`src/sv/gncl_pkg.sv`:
```
// Shared types and constants for the nonuniform grid cell locator.
// No dependencies; every other file imports this package.
package gncl_pkg;

   // Widths fixed by the item and register formats.
   localparam int POS_W    = 32;
   localparam int SLOT_W   = 6;
   localparam int TOL_W    = 16;
   localparam int COUNT_W  = 7;
   localparam int CELL_W   = 8;
   // Offsets span the full 33-bit difference plus one bit of margin.
   localparam int OFS_W    = 34;
   // Cell index width that covers the largest supported grid.
   localparam int IDX_W    = 11;
   localparam int PADDR_W  = 4;

   // Register indexes on the configuration port.
   localparam logic [1:0] REG_RANGE_START = 2'd0;
   localparam logic [1:0] REG_CELL_COUNT  = 2'd1;
   localparam logic [1:0] REG_TOLERANCE   = 2'd2;

   // Opcode of an input word.
   localparam logic OP_LOAD   = 1'b0;
   localparam logic OP_LOCATE = 1'b1;

   // How the local coordinate of a result is formed.
   typedef enum logic [1:0] {
      COORD_ZERO,
      COORD_ONE,
      COORD_DIV
   } coord_mode_type;

   // Configuration register values.
   typedef struct packed {
      logic signed [POS_W-1:0] range_start;
      logic [COUNT_W-1:0]      cell_count;
      logic [TOL_W-1:0]        tolerance;
   } cfg_type;

   // One slot of the walk pipeline.
   typedef struct packed {
      logic                    valid;
      logic                    is_load;
      logic [SLOT_W-1:0]       slot;
      logic [POS_W-1:0]        width_value;
      logic signed [OFS_W-1:0] offset;
      logic                    below;
      logic                    done;
      logic [IDX_W-1:0]        cell_idx;
      logic [POS_W-1:0]        sel_width;
   } walk_type;

   // One slot of the divider pipeline, without the quotient bits.
   typedef struct packed {
      logic                    valid;
      logic                    is_result;
      logic [CELL_W-1:0]       cell_idx;
      logic                    in_range;
      coord_mode_type          mode;
      logic [POS_W:0]          rem;
      logic [POS_W-1:0]        divisor;
   } div_type;

endpackage

```
`src/sv/gncl_div.sv`:
```
// Pipelined restoring divider: one quotient bit per stage for local_coord.
// Depends on gncl_pkg for div_type and coord_mode_type.
module gncl_div
   import gncl_pkg::*;
#(
   parameter int FRAC_BITS = 16
) (
   input  logic                     clock,
   input  logic                     reset,
   input  logic                     enable,
   input  div_type                  div_in,
   output logic                     out_valid,
   output logic signed [CELL_W-1:0] out_cell,
   output logic [FRAC_BITS:0]       out_coord,
   output logic                     out_inside
);
   div_type              st_ff [FRAC_BITS];
   logic [FRAC_BITS-1:0] q_ff  [FRAC_BITS];
   div_type              st_prev [FRAC_BITS];
   logic [FRAC_BITS-1:0] q_prev  [FRAC_BITS];

   for (genvar k = 0; k < FRAC_BITS; k++) begin : g_stage
      logic [POS_W+1:0] rem_sh;
      logic [POS_W+1:0] rem_sub;
      logic             take;
      div_type          st_next;

      if (k == 0) begin : g_first
         assign st_prev[k] = div_in;
         assign q_prev[k]  = '0;
      end else begin : g_next
         assign st_prev[k] = st_ff[k-1];
         assign q_prev[k]  = q_ff[k-1];
      end

      // Shift the remainder and subtract the divisor when it fits.
      assign rem_sh  = {st_prev[k].rem, 1'b0};
      assign rem_sub = rem_sh - {2'b00, st_prev[k].divisor};
      assign take    = rem_sh >= {2'b00, st_prev[k].divisor};

      always_comb begin
         st_next     = st_prev[k];
         st_next.rem = take ? rem_sub[POS_W:0] : rem_sh[POS_W:0];
      end

      always_ff @(posedge clock) begin
         if (reset) begin
            st_ff[k].valid <= 1'b0;
         end else if (enable) begin
            st_ff[k] <= st_next;
            q_ff[k]  <= {q_prev[k][FRAC_BITS-2:0], take};
         end
      end
   end

   // Pick the coordinate by mode: the special cases or the quotient.
   always_comb begin
      case (st_ff[FRAC_BITS-1].mode)
         COORD_ONE: out_coord = (FRAC_BITS+1)'(1) << FRAC_BITS;
         COORD_DIV: out_coord = {1'b0, q_ff[FRAC_BITS-1]};
         default:   out_coord = '0;
      endcase
   end

   assign out_valid  = st_ff[FRAC_BITS-1].valid && st_ff[FRAC_BITS-1].is_result;
   assign out_cell   = st_ff[FRAC_BITS-1].cell_idx;
   assign out_inside = st_ff[FRAC_BITS-1].in_range;
endmodule

```
`config.mk`:
```
export PLATFORM = sky130hd
export DESIGN_NAME = gncl_div
export DESIGN_NICKNAME = d
export VERILOG_FILES = /design/src/sv/gncl_pkg.sv /design/src/sv/gncl_div.sv
export SDC_FILE = /design/constraint.sdc
export NUM_CORES = 2
export LEC_CHECK = 0
export BUFFER_PORTS_ARGS = -buffer_cell sky130_fd_sc_hd__buf_2
export CORE_UTILIZATION = 64
export DETAILED_ROUTE_END_ITERATION = 7
export PLACE_DENSITY_LB_ADDON = 0.25
export RECOVER_POWER = 25
export SLEW_MARGIN = 20
export SYNTH_ARGS = -nofsm -noshare
export SYNTH_HDL_FRONTEND = slang
export SYNTH_SLANG_ARGS = --single-unit
export TNS_END_PERCENT = 100
```
`constraint.sdc`:
```
create_clock -name clock -period 53.7 [get_ports clock]
set_clock_uncertainty 0.05 [all_clocks]
set_input_delay 2.685 -clock clock [delete_from_list [all_inputs] [get_ports clock]]
set_output_delay 2.685 -clock clock [all_outputs]
set_load 0.05 [all_outputs]
```
# ---- After elaboration in Yosys (flattened, before gate mapping)
# Memory sizes are Yosys's and may differ from the RTL's.
# Index checks and enable logic that the tools add are counted.
# Widths: inputs -> output; s select.
dict set report op_classes {
  addsub 16
  magnitude_cmp 16
  eq_ne 2
  muxes 38
  bitwise_logic 16
  n_reduce_logical 1
}
# op n
set ops {}
lappend ops {{$ge 34x32->1} 16}
lappend ops {{$mux 33} 16}
lappend ops {{$sub 33x32->33} 16}
lappend ops {{$pmux 17 s2} 1}
lappend ops {{$mux 1} 21}
lappend ops {{$or 1x1->1} 16}
lappend ops {{$eq 2x1->1 const B} 1}
lappend ops {{$eq 2x2->1 const B} 1}
lappend ops {{$logic_and 1x1->1} 1}
dict set report word_totals {
  reg_bits 0
  mem_bits_rw 1504
  in_bits 81
  output_inout_bits 27
  elab_cells 91
  mem_count 2
}
# name words word_bits rd rd_clocked_by_memory_dff write_ports line_no
set memory_table {}
lappend memory_table {st_ff 16 78 16 0 16 gncl_div.sv:17} ;# div_type st_ff [FRAC_BITS];
lappend memory_table {q_ff 16 16 16 0 16 gncl_div.sv:18} ;# logic [FRAC_BITS-1:0] q_ff [FRAC_BITS];

# ---- Longest topological paths before layout
dict set report logic_depth {
  ltp_word 4
  mapped_depth 15
  ltp_nobuf 13
}

# ---- Worst setup path after synthesis
# No wires, ideal clock.
dict set report synth_timing {
  path_type {input to register}
  startpoint {input enable}
  endpoint {memory st_ff[0][155] (netlist name) (data pin)}
  setup_ps 341
  t_arrival_ps 40256
  required_time_ps 53309
  path_slack_ps 13053
  path_stages 3
  n_path_buf 1
  path_cell_list {nor2b_1 > clkbuf_1 > and2_1}
}
# item line_no
set synth_lines {}
lappend synth_lines {{start: declaration} gncl_div.sv:10} ;# input logic enable,
lappend synth_lines {{end: declaration} gncl_div.sv:17}

==> flow_summary.yaml <==
outcome:
  run_status: "complete, no violations"
yosys:
  yosys_warnings: 0
  netlist_top_cells_area: "edfxtp_1 (55%), ha_1 (8.9%), a21oi_1 (3.9%)"
  yosysMostFrequentCell: "edfxtp_1"
  synth_top_area_share_pct: 54.8
  synth_nets: 6983
  avgSynthCellArea_sq_um: 11.3
  ys_ff_latch: 1319
  yosysSeqAreaShare_pct: 54.8
  synth_common_cells: "edfxtp_1 (1319), inv_1 (638), a21oi_1 (564)"
  synth_cell_type_count: 94
  syn_area_sq_um: 72300
  syn_inst: 6374
  yosysTopAreaCell: "edfxtp_1"
  ys.flop_type: "edfxtp_1"
  async_flop_share_pct: 0
  synth-edff-count: 1319
setup_path:
  critPathMaxFanout: 166
  cp_common_cell: "buf_4"
  setup.worst_path.class: "in -> reg"
  crit_arrival_ps: 7000
  critPathSlowestCell: "buf_4"
  critical-path-top-delay-family: "buffers and inverters"
  crit_required_ps: 54030
  reg2reg_slack_ps: 48700
  reg2reg_depth: 10
  r2r-end: "st_ff[1][291]"
  startpoint_type: "primary input"
  endpoint_kind: "register"
  cp_cell_sequence: "buf_2, nor2b_4, buf_4, buf_4, buf_4, buf_12, buf_4"
  critPathMaxStageDelay_ps: 850
  crit_cells: 7
  critical_path_buf_inv_count: 6
  r2r_start: "st_ff[1][200]"
final_layout:
  area_delta_synth_final_pct: 9.28
  diodes: 0
  fin_nets: 7100
  fin_cells: 8094
  drive_gt1_share_pct: 8.10
  postLayoutCoreUtil_pct: 71.0
grt:
  grt_remaining_overflow: 0
  grt_pass1_vias: 49700
  grt_max_degree: 174
  grt_pass1_wl_mm: 256
  track_usage_pct: 28.6
  antenna_found_initial: 3
pwr:
  cellPowerDensity_nw_per_um2: 35.7
  p_leak_nw: 31.6
  ir_drop_uv: 30.1
die:
  ios: 108
  fp.coreArea_sq_um: 111000
  dieArea_sq_um: 114000
  die_w_microns: 338
  die_h_microns: 338
  initial_core_util_pct: 65.0
  rows: 122
clocking:
  post_cts_buffers: 0
  cts_repair_resize_count: 0
  numCtsBuffers: 142
  clock_path_buffers: 3
  hold_buffers: 0
  cts_tree: "yes"
  path_clk_slew_ps: 70
  insertion_delay_ps: 760
  clock-sinks: 1319
  cts_max_level: 4
  root_buffer: "clkbuf_16"
routing:
  num_vias: 48500
  ant_nets: 0
  drcViolationCount: 0
  routedWlPerCell_microns: 20.2
  drt-initial-drc-count: 3197
  wirelength_mm: 164
  drt-pass1-iter-count: 6
  vias_per_cell: 5.99
flow_run:
  cap_violations: 0
place:
  gp_congestion: 0.957
  dpl.cell_count: 7835
  place_hpwl_mm: 123
  port_buffers: 107
timing:
  rsz0062_at_grt: "false"
  slew_headroom_pct: 24.1
  setup_violations: 0
  fin_crit_sh_pct: 12.4
  tns_ps: 0
  fmax_mhz: 150
  hold_viol_final: 0
  final_max_slew_viol_count: 0
  worst_pin_slew_ps: 1130
  hold_ws_ps: 360
  fin_crit_ps: 6670
worst_hold_path:
  hp-class: "reg -> reg"
  whs_path_depth: 0
  whs_endpoint: "q_ff[0][66]"
  hold_start: "q_ff[0][49]"
## metrics by stage
step                total power (W)  area [sq um]  setup slack [ps]
finish                      0.00282         79000             47030
global route                0.00294         79000             46670
CTS                         0.00283         79000             47070
detailed placement          0.00186         74300             46260
global placement            0.00185         74300             46390
floorplan                   0.00179         72300             13050
## area by class of cell
cell class	instances	area, sq um
Fill cell	7629	32200
Sequential cell	1319	39600
Clock inverter	89	1010
Timing Repair Buffer	137	798
Inverter	640	2400
Clock buffer	170	3680
Multi-Input combinational cell	4251	29700
Tap cell	1488	1860
## state kept, by name, summed over array words and instances, names as in the netlist
| signal | count |
|---|---|
| st_ff | 1183 |
| q_ff | 136 |
## cells by family after synthesis
kind of cell / Yosys count / share of synthesized area, %
AO/OA/AOI/OAI: 1683 / 14.5
AND/OR/NAND/NOR: 1501 / 9.80
flip-flops: 1319 / 54.8
buffers and inverters: 804 / 4.34
adder cells (fa/ha/maj): 528 / 9.29
XOR/XNOR: 399 / 4.83
multiplexers: 140 / 2.43
## worst max-delay path by stage
stage          startpoint       endpoint
6_report            reset  st_ff[0][142]
5_1_grt             reset  st_ff[0][142]
4_1_cts             reset  st_ff[0][146]
3_5_place_dp        reset  st_ff[0][146]
3_3_place_gp        reset  st_ff[0][225]
2_1_floorplan      enable  st_ff[0][155]
## power breakdown
| part | internal [W] | switching [W] |
|---|---|---|
| registers | 0.00124 | 0.0000387 |
| clock network | 0.000564 | 0.000409 |
| logic | 0.000236 | 0.000341 |
| total | 0.00203 | 0.000789 |
## per-layer routing
| layer | GRT usage, % | up-vias | wire [microns] |
|---|---|---|---|
| met5 | 0 | - | 0 |
| met1 | 26.0 | 23000 | 54500 |
| li1 | - | 23600 | - |
| met3 | 3.42 | 547 | 5100 |
| met2 | 55.9 | 1335 | 89600 |
| met4 | 23.0 | 0 | 14300 |
## placed cells by master, fill, tap and decap left out, types with 170 or more instances in the layout
cell type and instances:
xnor2_1 229, nor2_1 402, ha_1 513, xor2_1 170
nand2_1 463, o21ai_0 422, inv_1 638, a21o_1 200
edfxtp_1 1319, a21oi_1 562
Power figures use the tool's default switching activity.
