$ cat src/sv/gncl_pkg.sv
// Shared types and constants for the nonuniform grid cell locator.
// No dependencies; every other file imports this package.
package gncl_pkg;

   // Widths fixed by the item and register formats.
   localparam int POS_W    = 32;
   localparam int SLOT_W   = 6;
   localparam int TOL_W    = 16;
   localparam int COUNT_W  = 7;
   localparam int CELL_W   = 8;
   // Offsets span the full 33-bit difference plus one bit of margin.
   localparam int OFS_W    = 34;
   // Cell index width that covers the largest supported grid.
   localparam int IDX_W    = 11;
   localparam int PADDR_W  = 4;

   // Register indexes on the configuration port.
   localparam logic [1:0] REG_RANGE_START = 2'd0;
   localparam logic [1:0] REG_CELL_COUNT  = 2'd1;
   localparam logic [1:0] REG_TOLERANCE   = 2'd2;

   // Opcode of an input word.
   localparam logic OP_LOAD   = 1'b0;
   localparam logic OP_LOCATE = 1'b1;

   // How the local coordinate of a result is formed.
   typedef enum logic [1:0] {
      COORD_ZERO,
      COORD_ONE,
      COORD_DIV
   } coord_mode_type;

   // Configuration register values.
   typedef struct packed {
      logic signed [POS_W-1:0] range_start;
      logic [COUNT_W-1:0]      cell_count;
      logic [TOL_W-1:0]        tolerance;
   } cfg_type;

   // One slot of the walk pipeline.
   typedef struct packed {
      logic                    valid;
      logic                    is_load;
      logic [SLOT_W-1:0]       slot;
      logic [POS_W-1:0]        width_value;
      logic signed [OFS_W-1:0] offset;
      logic                    below;
      logic                    done;
      logic [IDX_W-1:0]        cell_idx;
      logic [POS_W-1:0]        sel_width;
   } walk_type;

   // One slot of the divider pipeline, without the quotient bits.
   typedef struct packed {
      logic                    valid;
      logic                    is_result;
      logic [CELL_W-1:0]       cell_idx;
      logic                    in_range;
      coord_mode_type          mode;
      logic [POS_W:0]          rem;
      logic [POS_W-1:0]        divisor;
   } div_type;

endpackage

$ cat src/sv/gncl_walk.sv
// One cell of the walk pipeline: holds that cell's width and tests one word.
// Depends on gncl_pkg for walk_type and widths.
module gncl_walk
   import gncl_pkg::*;
#(
   parameter int CELL_IDX = 0
) (
   input  logic             clock,
   input  logic             reset,
   input  logic             enable,
   input  logic [IDX_W-1:0] n_cells,
   input  logic [TOL_W-1:0] tolerance,
   input  walk_type         stage_in,
   output walk_type         stage_out
);
   localparam logic [IDX_W-1:0] MY_IDX   = IDX_W'(CELL_IDX);
   localparam bit               WRITABLE = CELL_IDX < (1 << SLOT_W);

   logic [POS_W-1:0]        width_ff;
   walk_type                stage_ff;
   walk_type                stage_in_next;
   logic signed [OFS_W-1:0] limit;
   logic                    hit_load;

   assign hit_load = WRITABLE && stage_in.valid && stage_in.is_load &&
                     (stage_in.slot == SLOT_W'(CELL_IDX));

   // The word stops here when its offset falls short of this width less the tolerance.
   assign limit = $signed({2'b00, width_ff}) - $signed({{(OFS_W-TOL_W){1'b0}}, tolerance});

   always_comb begin
      stage_in_next = stage_in;
      if (!stage_in.is_load && !stage_in.below && !stage_in.done &&
          (MY_IDX < n_cells)) begin
         if (stage_in.offset < limit) begin
            stage_in_next.done      = 1'b1;
            stage_in_next.cell_idx  = MY_IDX;
            stage_in_next.sel_width = width_ff;
         end else begin
            stage_in_next.offset = stage_in.offset - $signed({2'b00, width_ff});
         end
      end
   end

   // Width of this cell; a load writes it as the load passes, keeping order.
   always_ff @(posedge clock) begin
      if (enable && hit_load) begin
         width_ff <= stage_in.width_value;
      end
   end

   always_ff @(posedge clock) begin
      if (reset) begin
         stage_ff.valid <= 1'b0;
      end else if (enable) begin
         stage_ff <= stage_in_next;
      end
   end

   assign stage_out = stage_ff;
endmodule

$ cat config.mk
export PLATFORM = sky130hd
export DESIGN_NAME = gncl_walk
export DESIGN_NICKNAME = d
export VERILOG_FILES = /design/src/sv/gncl_pkg.sv /design/src/sv/gncl_walk.sv
export SDC_FILE = /design/constraint.sdc
export NUM_CORES = 1
export LEC_CHECK = 0
export ABC_AREA = 1
export BUFFER_PORTS_ARGS = -buffer_cell sky130_fd_sc_hd__buf_2
export CAP_MARGIN = 0
export CORE_ASPECT_RATIO = 0.6
export CORE_MARGIN = 2
export CORE_UTILIZATION = 45
export DETAILED_ROUTE_END_ITERATION = 10
export GPL_TIMING_DRIVEN = 0
export PLACE_DENSITY_LB_ADDON = 0.3
export SLEW_MARGIN = 20
export SYNTH_ARGS = -nofsm -noshare
export SYNTH_HDL_FRONTEND = slang
export SYNTH_SLANG_ARGS = --single-unit
$ cat constraint.sdc
create_clock -name clock -period 12.95 [get_ports clock]
set_input_delay 1.9425 -clock clock [delete_from_list [all_inputs] [get_ports clock]]
set_output_delay 1.9425 -clock clock [all_outputs]
set_load 0.02 [all_outputs]
Yosys cells after proc, flatten, opt, wreduce, memory -nomap -nowiden
Cells that the tools add are included.
- bits in registers: 151
- bits of input ports: 149
- output and inout port bits: 119
- logic and storage cells: 30
- $add $sub $neg: 2
- magnitude comparators: 2
- multiplexer cells: 4
- bitwise gates (word level): 1
- reduce and logical (&&, ||, !) cells: 11
- operators with widths (cell ; count):
    $mux 44 ; 2
    $mux 34 ; 2
    $lt 34x33->1 ; 1
    $sub 34x33->34 ; 1
    $sub 32x16->33 ; 1
    $lt 1x11->1 const A ; 1
    $logic_and 1x1->1 ; 6
    $logic_not 6->1 ; 1
    $logic_not 1->1 ; 3
    $reduce_and 2->1 ; 1
    $not 1->1 ; 1

Logic depth before layout (Yosys ltp)
- depth after elaboration: 5
- gate-level depth with buffers: 30
- gate-level depth less buffers: 29

Least setup slack after synthesis
Ideal clock, no wire load.
- kind: input to register
- start point: input port enable
- end point: register stage_ff (netlist bit stage_out[0]), enable pin
- library setup time: 0.600 ns
- arrival: 6.947 ns
- data required time: 12.350 ns
- path slack: 5.403 ns
- cell stages on the path: 2
- buffers on the path: 0
- cells stage by stage: inv_1 -> nor2_1
- cells in the longest elaborated chain, start to end: 1
- RTL lines (element ; RTL line ; source):
    from (decl) ; gncl_walk.sv:10 ; input logic enable,
    $reduce_and 2->1 (no line) ; - ;
    to (signal assigned) ; gncl_walk.sv:56 ; stage_ff <= stage_in_next;
    to (decl) ; gncl_walk.sv:20 ; walk_type stage_ff;
No other way between the ends.
A chain may end at the register's enable or synchronous reset.

==> impl_metrics.json <==
{
  "final.hold.worst_slack_ns": 0.4982,
  "cts.root.buffer_cell": "sky130_fd_sc_hd__clkbuf_16",
  "ant_nets": 0,
  "reg2regPathDepth": 23,
  "grt-busiest-layer": "met2",
  "tritoncts_buffers": 17,
  "cp.required_ns": 13.09,
  "relSlewSlack": 0.5779,
  "gr-usage-met3": 0.07135,
  "timing_worst_setup_path_type": "in -> reg",
  "yosys_reg_bits": 151,
  "synth_async_sr_flop_share": 0,
  "placementRows": 41,
  "synth_sequential_area_ratio": 0.4608,
  "regToRegStartpoint": "width_ff[0]",
  "grt-ovfl-total": 0,
  "dr.pass1.iters": 5,
  "die_w_um": 194.7,
  "r2r-end": "stage_out[52]",
  "nNetsFinal": 1675,
  "worst_setup_hold_path_clk_slew_ns": 0.07,
  "die-area_um2": 23050,
  "start_kind": "input port",
  "clock_insertion_delay_worst_skew_ns": 0.44,
  "placeableCoreArea_um2": 21190,
  "detailed_place_hpwl_um": 25850,
  "layout_min_cycle_time_ns": 5.927,
  "grtUsageTotal": 0.2697,
  "cp-startpoint": "tolerance[0]",
  "critical_path.max_fanout": 10,
  "synth-warning-count": 0,
  "synth_largest_type_area_fraction": 0.4588,
  "maximum_number_of_pins_on_one_net_before_global_route_repair": 30,
  "fillerInstances": 1963,
  "drt_iter0_drc": 644,
  "status": "finished, final reports clean",
  "postSynth.topFlopCell": "sky130_fd_sc_hd__edfxtp_1",
  "tritoncts_clock_tree": "done",
  "layout-drive-gt1-share": 0.2335,
  "period_share": 0.4577,
  "synthesis.area_per_instance_um2": 8.552,
  "maxcap_viol_count": 0,
  "place_congestion": 0.9072,
  "holdBufCountCts": 0,
  "regToRegSetupSlack_ns": 8.08,
  "power_leakage_nw": 5.965,
  "critical_path.endpoint": "stage_out[52]",
  "syn-num-nets": 1380,
  "maximum_buffer_depth_of_the_clock_tree": 2,
  "met1_routing_resource_usage_after_global_routing": 0.3972,
  "power.ir.vdd_worst_uv": 123.1,
  "vias": 8952,
  "timing_max_transition_violations_final": 0,
  "totalNegativeSetupSlack_ns": 0,
  "measured_slew_at_the_worst_slew_check_pin_ns": 0.6317,
  "die_h_um": 118.4,
  "area_leader_netlist": "sky130_fd_sc_hd__edfxtp_1",
  "drc": 0,
  "synth_edf_count": 150,
  "setup_repair_after_global_routing_missed_its_margin": "false",
  "diodes": 0,
  "place.port_buffers": 267,
  "hold_viol_final": 0,
  "synthToLayoutAreaGrowth_pct": 25.08,
  "initial_antenna_violation_count": 0,
  "syn_inst": 1148,
  "cts_repair_resize_count": 0,
  "viasPerCell": 5.160,
  "synth.top_cells.by_area": "sky130_fd_sc_hd__edfxtp_1 46%, sky130_fd_sc_hd__nand2_1 13%, sky130_fd_sc_hd__ha_1 10%, sky130_fd_sc_hd__inv_1 6.1%, sky130_fd_sc_hd__a21oi_1 3.5%",
  "fin_skew_ns": 0.01057,
  "worst-endpoint-arrival_ns": 6.06,
  "cts-htree-levels": 4,
  "crit_path_end_kind": "register",
  "setup_viols_final": 0,
  "effective_utilization_at_floorplan": 0.4634,
  "hp-class": "reg -> reg",
  "ios": 268,
  "use_met2": 0.4026,
  "cts_sinks": 151,
  "via_count_of_the_first_global_routing_pass": 8474,
  "avgRoutedWirePerCell_um": 17.77,
  "postCtsSetupRepairBufs": 0,
  "pwr_density_cell_nw_per_um2": 109.7,
  "detail_route.wirelength_um": 30830,
  "synthDistinctLibCells": 38,
  "global_route_wire_length_before_repair_um": 46620,
  "mappedNetlistArea_um2": 9818,
  "timing.fmax_ghz": 0.1687
}
-- cell usage after synthesis, types with 2 or more instances --
library cell                 n
sky130_fd_sc_hd__nor2_2      3
sky130_fd_sc_hd__buf_2       3
sky130_fd_sc_hd__a21oi_1    69
sky130_fd_sc_hd__nand4_1    17
sky130_fd_sc_hd__o21ai_0    33
sky130_fd_sc_hd__a31oi_1     2
sky130_fd_sc_hd__fa_1        2
sky130_fd_sc_hd__nor3_1      9
sky130_fd_sc_hd__o21a_1      3
sky130_fd_sc_hd__edfxtp_1  150
sky130_fd_sc_hd__nor2_1     88
sky130_fd_sc_hd__o21ai_1    39
sky130_fd_sc_hd__nor4_1      8
sky130_fd_sc_hd__and2_1      2
sky130_fd_sc_hd__xor2_1     24
sky130_fd_sc_hd__o21ai_2     9
sky130_fd_sc_hd__buf_6       8
sky130_fd_sc_hd__nand2_2     3
sky130_fd_sc_hd__xnor2_1    24
sky130_fd_sc_hd__o21bai_1    4
sky130_fd_sc_hd__nand3_2     2
sky130_fd_sc_hd__a21o_1      8
sky130_fd_sc_hd__ha_1       81
sky130_fd_sc_hd__nand2_1   332
sky130_fd_sc_hd__inv_1     160
sky130_fd_sc_hd__nand3b_1    2
sky130_fd_sc_hd__nand3_1    48
sky130_fd_sc_hd__and3_1      3
sky130_fd_sc_hd__clkbuf_1    3
-- metal layers --
metal	wire, um	vias up
li1	-	4437
met1	14780	4127
met2	13010	373
met3	2871	15
met4	169	0
met5	0	-
-- layout by cell type (no fill, tap or decap), types with 9 or more instances in the layout --
cell type / instances
sky130_fd_sc_hd__nor3_1: 9
sky130_fd_sc_hd__nand4_1: 17
sky130_fd_sc_hd__nor2_1: 87
sky130_fd_sc_hd__nand3_1: 48
sky130_fd_sc_hd__nand2_1: 332
sky130_fd_sc_hd__a21oi_1: 69
sky130_fd_sc_hd__ha_1: 81
sky130_fd_sc_hd__xor2_1: 24
sky130_fd_sc_hd__clkbuf_16: 17
sky130_fd_sc_hd__xnor2_1: 24
sky130_fd_sc_hd__o21ai_0: 33
sky130_fd_sc_hd__edfxtp_1: 150
sky130_fd_sc_hd__o21ai_2: 9
sky130_fd_sc_hd__buf_2: 275
sky130_fd_sc_hd__o21ai_1: 39
sky130_fd_sc_hd__inv_1: 160
-- kinds of logic (layout without fill, tap and decap cells) --
kind of cell               count (synthesis)  in the layout  synth area share
AOI/OAI and AO/OA                        170            170           0.09507
buffers and inverters                    175            483           0.07455
DFF                                      151            151            0.4608
adders and majority gates                 83             83            0.1073
and+or+nand+nor                          521            521            0.2194
xor gates and xnor gates                  48             48           0.04282
-- worst max-delay path, stage by stage --
cell,delay (ns)
sky130_fd_sc_hd__buf_2,0.08
sky130_fd_sc_hd__ha_1,0.13
sky130_fd_sc_hd__inv_1,0.06
sky130_fd_sc_hd__fa_1,0.40
sky130_fd_sc_hd__nand3_1,0.09
sky130_fd_sc_hd__nand3_1,0.12
sky130_fd_sc_hd__a21oi_1,0.34
sky130_fd_sc_hd__o21ai_0,0.22
sky130_fd_sc_hd__nand2_1,0.10
sky130_fd_sc_hd__nand2_1,0.12
sky130_fd_sc_hd__nand2_1,0.12
sky130_fd_sc_hd__nand4_1,0.16
sky130_fd_sc_hd__ha_1,0.44
sky130_fd_sc_hd__nand2_2,0.08
sky130_fd_sc_hd__nor2_2,0.15
sky130_fd_sc_hd__nand4_2,0.12
sky130_fd_sc_hd__nor2_2,0.20
sky130_fd_sc_hd__nand3_2,0.13
sky130_fd_sc_hd__nand4_1,0.11
sky130_fd_sc_hd__nand2_1,0.14
sky130_fd_sc_hd__nand2_1,0.13
sky130_fd_sc_hd__clkbuf_1,0.44
sky130_fd_sc_hd__o21ai_1,0.21
-- final cells by class --
cell class              instances  area (um^2)  area share
plain buffers                  15        131.4     0.01070
clock inverters                13        207.7     0.01691
repair buffers                276         1449      0.1180
multi-input cells             822         4576      0.3726
clock buffers                  19        442.9     0.03607
well taps                     279        349.1     0.02843
flip-flops and latches        151         4524      0.3684
inverters                     160        600.6     0.04890
-- state kept, by name (all words and copies together), names as in the netlist --
| signal | count |
|---|---|
| width_ff | 32 |
| stage_out | 119 |
-- stage by stage --
stage | setup slack [ns] | cell area [um^2] | util | total power [mW] | cells
6_report | 7.023 | 12280 | 0.5796 | 1.347 | 1735
4_1_cts | 7.138 | 12280 | 0.5796 | 1.356 | 1735
3_3_place_gp | 3.272 | 11500 | 0.5430 | 0.7978 | 1694
2_1_floorplan | 5.403 | 9818 | - | 0.7177 | 1148
5_1_grt | 6.786 | 12280 | 0.5796 | 1.401 | 1735
3_5_place_dp | 6.688 | 11630 | 0.5489 | 0.8018 | 1703
-- power by group --
part           switching (mW)  leakage (nW)  internal (mW)  total [mW]
clock network           0.218         0.316          0.335       0.553
logic                   0.143          4.25         0.0812       0.224
registers             0.00534          1.40          0.564       0.570
-- how the worst min path moves through the flow --
stage | start | endpoint | slack [ns] | depth (start not counted)
2_1_floorplan | stage_out[118] | stage_out[118] | 0.53 | 2
3_3_place_gp | stage_out[118] | stage_out[118] | 0.44 | 2
3_5_place_dp | stage_out[118] | stage_out[118] | 0.47 | 2
4_1_cts | stage_out[118] | stage_out[118] | 0.49 | 2
5_1_grt | stage_out[118] | stage_out[118] | 0.52 | 2
6_report | stage_out[118] | stage_out[118] | 0.50 | 2
Power figures use the tool's default switching activity.
