<file path="config.mk">
export PLATFORM = sky130hd
export DESIGN_NAME = gncl_csr
export DESIGN_NICKNAME = d
export VERILOG_FILES = /design/src/sv/gncl_pkg.sv /design/src/sv/gncl_csr.sv
export SDC_FILE = /design/constraint.sdc
export NUM_CORES = 1
export LEC_CHECK = 0
export BUFFER_PORTS_ARGS = -buffer_cell sky130_fd_sc_hd__buf_2
export CAP_MARGIN = 20
export CORE_ASPECT_RATIO = 1.2
export CORE_UTILIZATION = 47
export DETAILED_ROUTE_END_ITERATION = 16
export PLACE_DENSITY = 0.81
export SYNTH_ARGS = -nofsm -noshare
export SYNTH_HDL_FRONTEND = slang
export SYNTH_SLANG_ARGS = --single-unit
</file>
<file path="constraint.sdc">
create_clock -name clock -period 1.91 [get_ports clock]
set_clock_uncertainty 0.15 [all_clocks]
set_input_delay 0.2865 -clock clock [delete_from_list [all_inputs] [get_ports clock]]
set_output_delay 0.2865 -clock clock [all_outputs]
set_load 0.1 [all_outputs]
</file>
<file path="src/sv/gncl_pkg.sv">
// Shared types and constants for the nonuniform grid cell locator.
// No dependencies; every other file imports this package.
package gncl_pkg;

   // Widths fixed by the item and register formats.
   localparam int POS_W    = 32;
   localparam int SLOT_W   = 6;
   localparam int TOL_W    = 16;
   localparam int COUNT_W  = 7;
   localparam int CELL_W   = 8;
   // Offsets span the full 33-bit difference plus one bit of margin.
   localparam int OFS_W    = 34;
   // Cell index width that covers the largest supported grid.
   localparam int IDX_W    = 11;
   localparam int PADDR_W  = 4;

   // Register indexes on the configuration port.
   localparam logic [1:0] REG_RANGE_START = 2'd0;
   localparam logic [1:0] REG_CELL_COUNT  = 2'd1;
   localparam logic [1:0] REG_TOLERANCE   = 2'd2;

   // Opcode of an input word.
   localparam logic OP_LOAD   = 1'b0;
   localparam logic OP_LOCATE = 1'b1;

   // How the local coordinate of a result is formed.
   typedef enum logic [1:0] {
      COORD_ZERO,
      COORD_ONE,
      COORD_DIV
   } coord_mode_type;

   // Configuration register values.
   typedef struct packed {
      logic signed [POS_W-1:0] range_start;
      logic [COUNT_W-1:0]      cell_count;
      logic [TOL_W-1:0]        tolerance;
   } cfg_type;

   // One slot of the walk pipeline.
   typedef struct packed {
      logic                    valid;
      logic                    is_load;
      logic [SLOT_W-1:0]       slot;
      logic [POS_W-1:0]        width_value;
      logic signed [OFS_W-1:0] offset;
      logic                    below;
      logic                    done;
      logic [IDX_W-1:0]        cell_idx;
      logic [POS_W-1:0]        sel_width;
   } walk_type;

   // One slot of the divider pipeline, without the quotient bits.
   typedef struct packed {
      logic                    valid;
      logic                    is_result;
      logic [CELL_W-1:0]       cell_idx;
      logic                    in_range;
      coord_mode_type          mode;
      logic [POS_W:0]          rem;
      logic [POS_W-1:0]        divisor;
   } div_type;

endpackage

</file>
<file path="src/sv/gncl_csr.sv">
// APB-style configuration registers of the grid cell locator.
// Depends on gncl_pkg for register indexes and the cfg_type struct.
module gncl_csr
   import gncl_pkg::*;
(
   input  logic               clock,
   input  logic               reset,
   input  logic               csr_psel,
   input  logic               csr_penable,
   input  logic               csr_pwrite,
   input  logic [PADDR_W-1:0] csr_paddr,
   input  logic [31:0]        csr_pwdata,
   output logic [31:0]        csr_prdata,
   output logic               csr_pready,
   output cfg_type            cfg
);
   logic signed [POS_W-1:0] range_start_ff;
   logic [COUNT_W-1:0]      cell_count_ff;
   logic [TOL_W-1:0]        tolerance_ff;
   logic                    wr_en;
   logic [1:0]              reg_idx;

   assign csr_pready = 1'b1;
   assign wr_en      = csr_psel && csr_penable && csr_pwrite;
   assign reg_idx    = csr_paddr[3:2];

   // Register writes at the access cycle.
   always_ff @(posedge clock) begin
      if (reset) begin
         range_start_ff <= '0;
         cell_count_ff  <= COUNT_W'(1);
         tolerance_ff   <= '0;
      end else if (wr_en) begin
         case (reg_idx)
            REG_RANGE_START: range_start_ff <= csr_pwdata;
            REG_CELL_COUNT:  cell_count_ff  <= csr_pwdata[COUNT_W-1:0];
            REG_TOLERANCE:   tolerance_ff   <= csr_pwdata[TOL_W-1:0];
            default: ;
         endcase
      end
   end

   // Read back.
   always_comb begin
      case (reg_idx)
         REG_RANGE_START: csr_prdata = range_start_ff;
         REG_CELL_COUNT:  csr_prdata = {{(32-COUNT_W){1'b0}}, cell_count_ff};
         REG_TOLERANCE:   csr_prdata = {{(32-TOL_W){1'b0}}, tolerance_ff};
         default:         csr_prdata = '0;
      endcase
   end

   assign cfg.range_start = range_start_ff;
   assign cfg.cell_count  = cell_count_ff;
   assign cfg.tolerance   = tolerance_ff;
endmodule

</file>
After elaboration in Yosys (flattened, before gate mapping)
Cells that the tools add are included.
- equal/unequal tests: 2
- muxes and demuxes: 1
- reductions and logical operators: 6
- operators by type and width (operator ; count):
    $pmux 32 s3 ; 1
    $reduce_and 2->1 ; 3
    $eq 2x1->1 const B ; 1
    $eq 2x2->1 const B ; 1
    $logic_and 1x1->1 ; 2
    $logic_not 2->1 ; 1
- flip-flop bits (word level): 55
- input bits: 41

Logic depth before layout (Yosys ltp)
Gate-level depths: netlist of run 1.
- depth in word-level cells: 3
- depth in mapped cells: 6
- gate-level depth less buffers: 3

Least setup slack after synthesis of run 1
OpenSTA, ideal clock, no wires.
- path type: register -> output
- start point: register tolerance_ff[0]
- end point: output port csr_prdata[0]
- arrival: 3.245 ns
- required time: 1.474 ns
- setup slack: -1.772 ns
- cell stages (with the launch flop): 3
- path through: dfxtp_1 mux2i_1 o21ai_0
- longest elaborated chain between the ends: 1
- ends and longest elaborated chain (element ; line ; RTL):
    from (decl) ; gncl_csr.sv:19 ; logic [TOL_W-1:0] tolerance_ff;
    from (signal assigned) ; gncl_csr.sv:37 ; REG_TOLERANCE: tolerance_ff <= csr_pwdata[TOL_W-1:0];
    $pmux 32 s3 ; gncl_csr.sv:45 ; case (reg_idx)
    to (decl) ; gncl_csr.sv:13 ; output logic [31:0] csr_prdata,
No other way between the ends.

Worst setup path after layout of run 1
- start point: input port csr_paddr[3]
- end point: output port csr_prdata[5]
- longest elaborated chain between the ends: 2
- ends and longest elaborated chain (element ; line ; RTL):
    from (decl) ; gncl_csr.sv:11 ; input logic [PADDR_W-1:0] csr_paddr,
    $eq 2x2->1 (tied with other cells) ; gncl_csr.sv:45 ;
    $pmux 32 s3 (*) ; gncl_csr.sv:45 ;
Every way passes the cells marked *; elsewhere a longest branch is shown, timed or not.

==> reports/summary.txt, run 1 <==
status = finished, final reports clean
Design Area, Final = 4300 um2
Ports = 129
I/O Buffers = 125
first-pass GRT wire length = 10.9 mm
Total Routing Usage GR = 22.4%
CP peak stage delay = 330 ps
post-cts resize count = 0
Layout area overhead = 55.6%
cts bufs inserted = 5
top-area cell type share of the netlist area = 39.9%
max-cap violation count = 0
Core ar. = 5670 um2
most frequent cells after synthesis = nand2b_1, mux2i_1, dfxtp_1
GR Layer Usage met2 = 40.9%
Synth area leaders = dfxtp_1, mux2i_1, nand2b_1
Startpoint Class = primary input
RSZ-0062 raised after global routing = false
most used cell, CP = buf_12
EDFF count, synth = 0
pre-CTS WS = 188 ps
crit path time final = 1710 ps
Yosys cell types = 17
DRT iter0 DRCs = 81
Clock Path Buffers = 2
final hold violations = 0
fin crit share = 89.3%
Ys Warns = 0
final hold slack = 76.4 ps
final WL = 6.74 mm
Hold Crit Class = primary input to register
Leak Pwr = 1.96 nW
crit path cell chain = buf_2 > buf_12 > mux2i_1 > o21ai_4 > buf_12
Crit. End Element = output pin
CTS tree = built
register area share after synthesis = 39.9%
1st-pass router iterations = 4
met3 GRT Util = 5.29%
initial antenna violation count = 0
Switch Pwr = 0.646 mW
post-DR vias/cell = 4.86
ANT cells = 0
FF+latch area = 1170 um2
top-count cell post-synth = nand2b_1
Switching Fraction = 28.3%
Avg Cell Area, Syn = 9.83 um2
Post-DP HPWL = 5.13 mm
FFs w/ async S/R, synth = 0%
Post-DP Area = 4200 um2
later-pin clock latency in the skew report = 300 ps
largest net degree at the start of global routing = 89
CP max FO = 15
synthesized cell area = 2760 um2
GRT overflow = 0
die area = 6190 um2
footprint of the multi-input gates = 1700 um2
Final Slew Violations = 0
Final TNS setup = 0 ps
Clock Pin Slew Worst Setup and Hold Paths = 90 ps
critical path class = primary input to output pin
FF+latch count, synth = 55
Routability Congestion = 0.807
H-Tree Depth = 2
post-synthesis net count = 322
power share of the sequential group = 51.4%
grt peak-use layer = met2
Yosys top cell by area = dfxtp_1
CTS root buffer = clkbuf_8
DIE HEIGHT = 86.0 um
final setup margin = 203 ps
Int Power = 1.64 mW
clock sink count = 55
combinational fraction of design power = 18.5%
Starting Density = 48.7%
share of layout cells above drive strength 1 = 57.6%
FP Rows = 30
layout net count = 443
Wirelength per Cell = 14.0 um
die extent in x = 72.0 um
Setup Viol. Count Final = 0
worst path required time = 1470 ps
vias in the first global route = 2,293
Critical Path Slowest Stage Cell = mux2i_1
Mapped Cells = 281
postcts setup bufs = 0
GR Util met1 = 26.1%
Max VDD drop = 0.411 mV
PwrDens = 531 nW/um2
hold_buf cts = 0
filler cell count = 382
via count = 2,346
Top FF cell, synth = dfxtp_1
Clk pwr share = 30.1%
arrival time at the worst endpoint = 1270 ps
DRC Markers = 0
fmax = 586 MHz
total power = 2.28 mW
antenna-violating nets left = 0
==> stage by stage <==
step | cells | utilization (%)
detailed placement | 475 | 74.1
global placement | 475 | 74.1
global route | 483 | 75.8
CTS | 483 | 75.8
finish | 483 | 75.8
floorplan | 281 | -
==> power by group through the flow <==
| stage | sequential [mW] | clock (mW) | combinational [mW] |
|---|---|---|---|
| after global routing | 1.18 | 0.749 | 0.444 |
| after detailed placement | 1.20 | 0 | 0.426 |
| after CTS | 1.17 | 0.708 | 0.426 |
| after floorplan | 1.31 | 0 | 0.196 |
| final | 1.17 | 0.686 | 0.423 |
| after global placement | 1.20 | 0 | 0.420 |
==> layer usage <==
| layer | wire (um) | part of all wire (%) |
|---|---|---|
| met2 | 3550 | 53 |
| met3 | 340 | 5.0 |
| met4 | 69 | 1.0 |
| met1 | 2780 | 41 |
| met5 | 0 | 0 |
==> state kept, by name (all words and copies together) (netlist names) <==
name and count:
range_start_ff 32, tolerance_ff 16, cell_count_ff 7
==> final cells by class <==
type                       instances  share of cell area, %
multi-input combinational        205                   39.5
tap                               80                   2.33
clock buffer                       8                   2.33
sequential                        55                   27.2
timing repair buffer             135                   28.6
==> layout by cell type, fill, tap and decap left out, types with 2 or more instances in the layout <==
master,count
and2_2,16
mux2i_1,71
buf_2,93
clkbuf_8,7
nand2b_1,86
o21ai_4,7
buf_4,6
nor2_4,10
nand4_4,2
buf_12,36
nor2_1,2
dfxtp_2,54
nand2_1,7
==> critical path: cells and delay by family <==
| kind | cells | cell delay, ps |
|---|---|---|
| AO/OA/AOI/OAI | 1 | 90 |
| buffers and inverters | 3 | 550 |
| multiplexers | 1 | 330 |
==> worst paths after layout <==
path                              startpoint                              end  slack (ps)  cells after the start
min reg2reg  range_start_ff[18]$_SDFFE_PP0P_  range_start_ff[18]$_SDFFE_PP0P_         330                      2
min                           csr_pwdata[16]  range_start_ff[16]$_SDFFE_PP0P_          80                      3
max reg2reg  range_start_ff[17]$_SDFFE_PP0P_  range_start_ff[17]$_SDFFE_PP0P_        1100                      2
max                             csr_paddr[3]                    csr_prdata[5]         200                      5
==> cell families after synthesis <==
kind of cell    synth area share [%]
other cells                    0.136
flops                           39.9
compound gates                  1.27
buf+inv                         4.71
simple gates                    28.3
mux                             25.7
No activity file was read; power rests on OpenSTA's default activity.
==> inputs of run 2 (changes only) <==
--- a/config.mk
+++ b/config.mk
@@ -8,6 +8,7 @@
 export BUFFER_PORTS_ARGS = -buffer_cell sky130_fd_sc_hd__buf_2
 export CAP_MARGIN = 20
 export CORE_ASPECT_RATIO = 1.2
+export CORE_MARGIN = 5
 export CORE_UTILIZATION = 47
 export DETAILED_ROUTE_END_ITERATION = 16
 export PLACE_DENSITY = 0.81
==> run 2 against run 1 <==
  * Utilization decreased by 0.24 points
  * Worst hold slack gained 3.3 ps
  * Critical path depth unchanged
  * First-iteration DRC count increased by 42%
  * Power up 3.5%
  * Fmax increased by 0.18%
  * Global-route usage decreased by 3.1 points
  * Sequential cell count stayed put
  * Final cell count grew 0.41%
  * Non-clock buffer count up 2
  * Critical path type unchanged
  * Largest power group unchanged
==> reports/summary.txt, run 2 (synthesis results as in run 1) <==
die area = 7520 um2
Routability Congestion = 0.803
final WL = 7.13 mm
most used cells in the layout excluding fill and tap cells = buf_2, nand2b_1, mux2i_1, dfxtp_2, buf_12
Final TNS setup = 0 ps
combinational fraction of design power = 17.9%
DIE HEIGHT = 94.0 um
pre-CTS WS = 194 ps
Max VDD drop = 0.352 mV
first-pass GRT wire length = 11.6 mm
post-DR vias/cell = 4.89
cts bufs inserted = 5
Final Slew Violations = 0
Clock Path Buffers = 2
reg2reg path depth = 2
share of layout cells above drive strength 1 = 58.0%
Int Power = 1.69 mW
fin crit share = 89.2%
clock sink count = 55
Crit. End Element = output pin
hold_buf cts = 0
antenna-violating nets left = 0
Ports = 129
initial antenna violation count = 0
ANT cells = 0
Clk pwr share = 32.4%
max reg flops = 32
final hold slack = 79.7 ps
status = finished, final reports clean
Layout area overhead = 56.2%
via count = 2,373
post-cts resize count = 0
vias in the first global route = 2,516
Setup Viol. Count Final = 0
Switch Pwr = 0.667 mW
power share of the sequential group = 49.7%
Starting Density = 48.4%
later-pin clock latency in the skew report = 300 ps
1st-pass router iterations = 4
top flop regs = range_start_ff x32, tolerance_ff x16, cell_count_ff x7
Post-Layout Cell Count = 485
Startpoint Class = primary input
Wirelength per Cell = 14.7 um
die extent in x = 80.0 um
fmax = 587 MHz
layout net count = 445
postcts setup bufs = 0
arrival time at the worst endpoint = 1270 ps
PwrDens = 547 nW/um2
CTS tree = built
CTS root buffer = clkbuf_8
Clock Pin Slew Worst Setup and Hold Paths = 100 ps
dpl cells = 477
DRC Markers = 0
max-cap violation count = 0
critical path class = primary input to output pin
H-Tree Depth = 2
Switching Fraction = 28.2%
I/O Buffers = 125
final hold violations = 0
Core ar. = 5710 um2
Hold Crit Class = primary input to register
most common cell after layout, fill and taps aside = buf_2
filler cell count = 410
Leak Pwr = 1.97 nW
worst path required time = 1470 ps
RSZ-0062 raised after global routing = false
CP max FO = 6
GRT overflow = 0
Total Routing Usage GR = 19.3%
final setup margin = 207 ps
DRT iter0 DRCs = 115
Post-DP HPWL = 5.60 mm
worst hold stages = 3
crit path time final = 1700 ps
Reg with most FFs = range_start_ff
largest net degree at the start of global routing = 89
FP Rows = 30
[run 2: critical path, stage by stage]
cell and delay [ps]:
buf_2 220, buf_4 210, mux2i_1 310, nor2_4 60, buf_12 170
[run 2: through the flow]
step	util, %	total power, mW	cell area [um2]
floorplan	-	1.50	3000
global placement	73.6	1.62	4200
detailed placement	73.6	1.63	4200
CTS	75.6	2.38	4310
global route	75.6	2.45	4310
finish	75.6	2.36	4310
[run 2: final cells by class]
class	instances	area, um2	area share (%)
clock buffers	5	68.8	1.60
multi-input cells	205	1700	39.4
repair buffers	137	1230	28.6
clock inverters	3	43.8	1.02
well taps	80	100	2.32
flip-flops and latches	55	1170	27.1
[run 2: power by group through the flow]
stage | sequential [mW] | clock, mW | combinational, mW
after global placement | 1.20 | 0 | 0.419
final | 1.17 | 0.766 | 0.422
after floorplan | 1.31 | 0 | 0.196
after CTS | 1.17 | 0.781 | 0.427
after detailed placement | 1.20 | 0 | 0.426
after global routing | 1.18 | 0.828 | 0.445
[run 2: final timing paths]
kind	startpoint	to	slack (ps)
max	csr_paddr[3]	csr_prdata[12]	210
min	csr_pwdata[27]	range_start_ff[27]$_SDFFE_PP0P_	80
max reg2reg	cell_count_ff[0]$_SDFFE_PP1P_	cell_count_ff[0]$_SDFFE_PP1P_	1120
min reg2reg	range_start_ff[21]$_SDFFE_PP0P_	range_start_ff[21]$_SDFFE_PP0P_	330
[run 2: layer usage]
layer / track usage [%] / vias up / routed length (um)
li1: - / 1170 / -
met1: 20.8 / 1112 / 2810
met2: 36.7 / 82 / 3720
met3: 5.18 / 9 / 525
met4: 4.23 / 0 / 74
met5: 0 / - / 0
==> inputs of run 3 (changes only) <==
--- a/config.mk
+++ b/config.mk
@@ -7,11 +7,13 @@
 export LEC_CHECK = 0
 export BUFFER_PORTS_ARGS = -buffer_cell sky130_fd_sc_hd__buf_2
 export CAP_MARGIN = 20
+export CELL_PAD_IN_SITES_DETAIL_PLACEMENT = 0
+export CELL_PAD_IN_SITES_GLOBAL_PLACEMENT = 2
 export CORE_ASPECT_RATIO = 1.2
 export CORE_MARGIN = 5
-export CORE_UTILIZATION = 47
+export CORE_UTILIZATION = 27
 export DETAILED_ROUTE_END_ITERATION = 16
-export PLACE_DENSITY = 0.81
+export PLACE_DENSITY_LB_ADDON = 0.1
 export SYNTH_ARGS = -nofsm -noshare
 export SYNTH_HDL_FRONTEND = slang
 export SYNTH_SLANG_ARGS = --single-unit
==> run 3 against run 2 <==
  * Worst hold slack gained 18 ps
  * Non-clock buffer count is the same
  * Routed wire length grew 5.6%
  * Final cell count grew 9.1%
  * Die area grew 64%
  * Critical path depth is the same
  * Worst setup slack lost 22 ps
  * Sequential cell count is the same
  * Via count shrank 4.7%
  * Global-route usage shrank 7.1 points
  * Utilization shrank 32 points
  * Fmax shrank 1.3%
  * Critical path type unchanged
  * Critical endpoint is now csr_prdata[15]
  * Largest power group unchanged
==> reports/summary.txt, run 3 (synthesis results as in run 1) <==
total power = 2.46 mW
CP max FO = 8
fmax = 580 MHz
max reg flops = 32
CP bufs+invs = 3
worst reg2reg setup slack = 1150 ps
H-Tree Depth = 2
largest net degree at the start of global routing = 89
Ports = 129
clock sink count = 55
Core ar. = 10,000 um2
status = finished, final reports clean
Final Slew Violations = 0
hold_sp = csr_pwdata[27]
initial antenna violation count = 0
reg2reg path depth = 2
FP Rows = 40
cts bufs inserted = 5
Critical Path Slowest Stage Cell = mux2i_1
DRC Markers = 0
Int Power = 1.78 mW
later-pin clock latency in the skew report = 280 ps
Setup Viol. Count Final = 0
top flop regs = range_start_ff x32, tolerance_ff x16, cell_count_ff x7
hold_buf cts = 0
antenna-violating nets left = 0
1st-pass router iterations = 4
die extent in x = 102 um
layout net count = 445
DRT iter0 DRCs = 45
RSZ-0062 raised after global routing = false
GRT overflow = 0
post-DR vias/cell = 4.28
Routability Congestion = 0.705
Post-DP HPWL = 5.71 mm
Hold Crit Class = primary input to register
DIE HEIGHT = 121 um
CP peak stage delay = 300 ps
postcts setup bufs = 0
worst hold stages = 3
Layout area overhead = 59.3%
vias in the first global route = 2,346
Total Routing Usage GR = 12.2%
die area = 12,400 um2
Wirelength per Cell = 14.2 um
max-cap violation count = 0
Clock Path Buffers = 2
CTS tree = built
Crit. End Element = output pin
Clock Pin Slew Worst Setup and Hold Paths = 70 ps
Switch Pwr = 0.677 mW
Min-Delay Endpoint = range_start_ff[27]$_SDFFE_PP0P_
combinational fraction of design power = 17.3%
Critical R2R Launch = tolerance_ff[6]$_SDFFE_PP0P_
final hold slack = 97.4 ps
Leak Pwr = 1.98 nW
ANT cells = 0
most used cells in the layout excluding fill and tap cells = buf_2, nand2b_1, mux2i_1, dfxtp_2, buf_12
crit path time final = 1730 ps
Switching Fraction = 27.5%
CTS root buffer = clkbuf_16
first-pass GRT wire length = 12.1 mm
Reg with most FFs = range_start_ff
dpl cells = 523
share of layout cells above drive strength 1 = 57.6%
final core occ = 44.0%
CP top delay family = buffers and inverters
Starting Density = 27.6%
Post-Layout Cell Count = 529
Max VDD drop = 0.348 mV
most common cell after layout, fill and taps aside = buf_2
post-cts resize count = 0
power share of the sequential group = 47.8%
reg2reg end = tolerance_ff[6]$_SDFFE_PP0P_
crit path cell chain = buf_2 > buf_4 > mux2i_1 > nor2_4 > buf_12
I/O Buffers = 125
critical path class = primary input to output pin
Clk pwr share = 34.9%
PwrDens = 558 nW/um2
final WL = 7.53 mm
fin crit share = 90.3%
final hold violations = 0
Startpoint Class = primary input
worst path required time = 1470 ps
arrival time at the worst endpoint = 1290 ps
via count = 2,262
## run 3: changes by cell type in the layout (fill, tap and decap cells not counted), sizes merged
cell | before | now
clkinv | 2 | 0
bufinv | 1 | 0
clkbuf | 5 | 6
## run 3: worst min-delay path, cell delays in order
cell and delay, ps:
buf_2 100, nand2b_1 50, mux2i_1 60
## run 3: how the worst max path moves through the flow
stage,from,to,slack (ps),depth (start not counted)
after floorplan,cell_count_ff[0]$_SDFFE_PP1P_,csr_prdata[0],-4,2
after global placement,csr_paddr[3],csr_prdata[15],170,5
after detailed placement,csr_paddr[3],csr_prdata[15],140,5
after CTS,csr_paddr[3],csr_prdata[15],140,5
after global routing,csr_paddr[3],csr_prdata[12],110,5
final,csr_paddr[3],csr_prdata[15],180,5
## run 3: through the flow
stage	instance area (um2)	TNS [ps]	setup slack (ps)
finish	4400	0	185
global route	4400	0	115
CTS	4400	0	144
detailed placement	4270	0	144
global placement	4270	0	170
floorplan	3000	-4.36	-4.36
## run 3: cell type report
cell class | count | area (um2)
multi-input cells | 205 | 1700
clock buffers | 6 | 129
fillers | 974 | 5610
well taps | 126 | 158
flip-flops and latches | 55 | 1170
repair buffers | 137 | 1250
## run 3: power groups by stage
stage                     clock network [mW]  registers (mW)  logic (mW)
after CTS                              0.898            1.17       0.433
final                                  0.857            1.17       0.426
after detailed placement                   0            1.20       0.433
after global placement                     0            1.20       0.430
after global routing                   0.935            1.18       0.452
after floorplan                            0            1.31       0.196
## run 3: per-layer routing
layer | share of wire, % | vias to the layer above | track usage (%)
met3 | 6.9 | 2 | 3.17
li1 | - | 1166 | -
met5 | 0 | - | 0
met4 | 0.48 | 0 | 2.71
met2 | 49 | 70 | 20.5
met1 | 44 | 1024 | 15.4
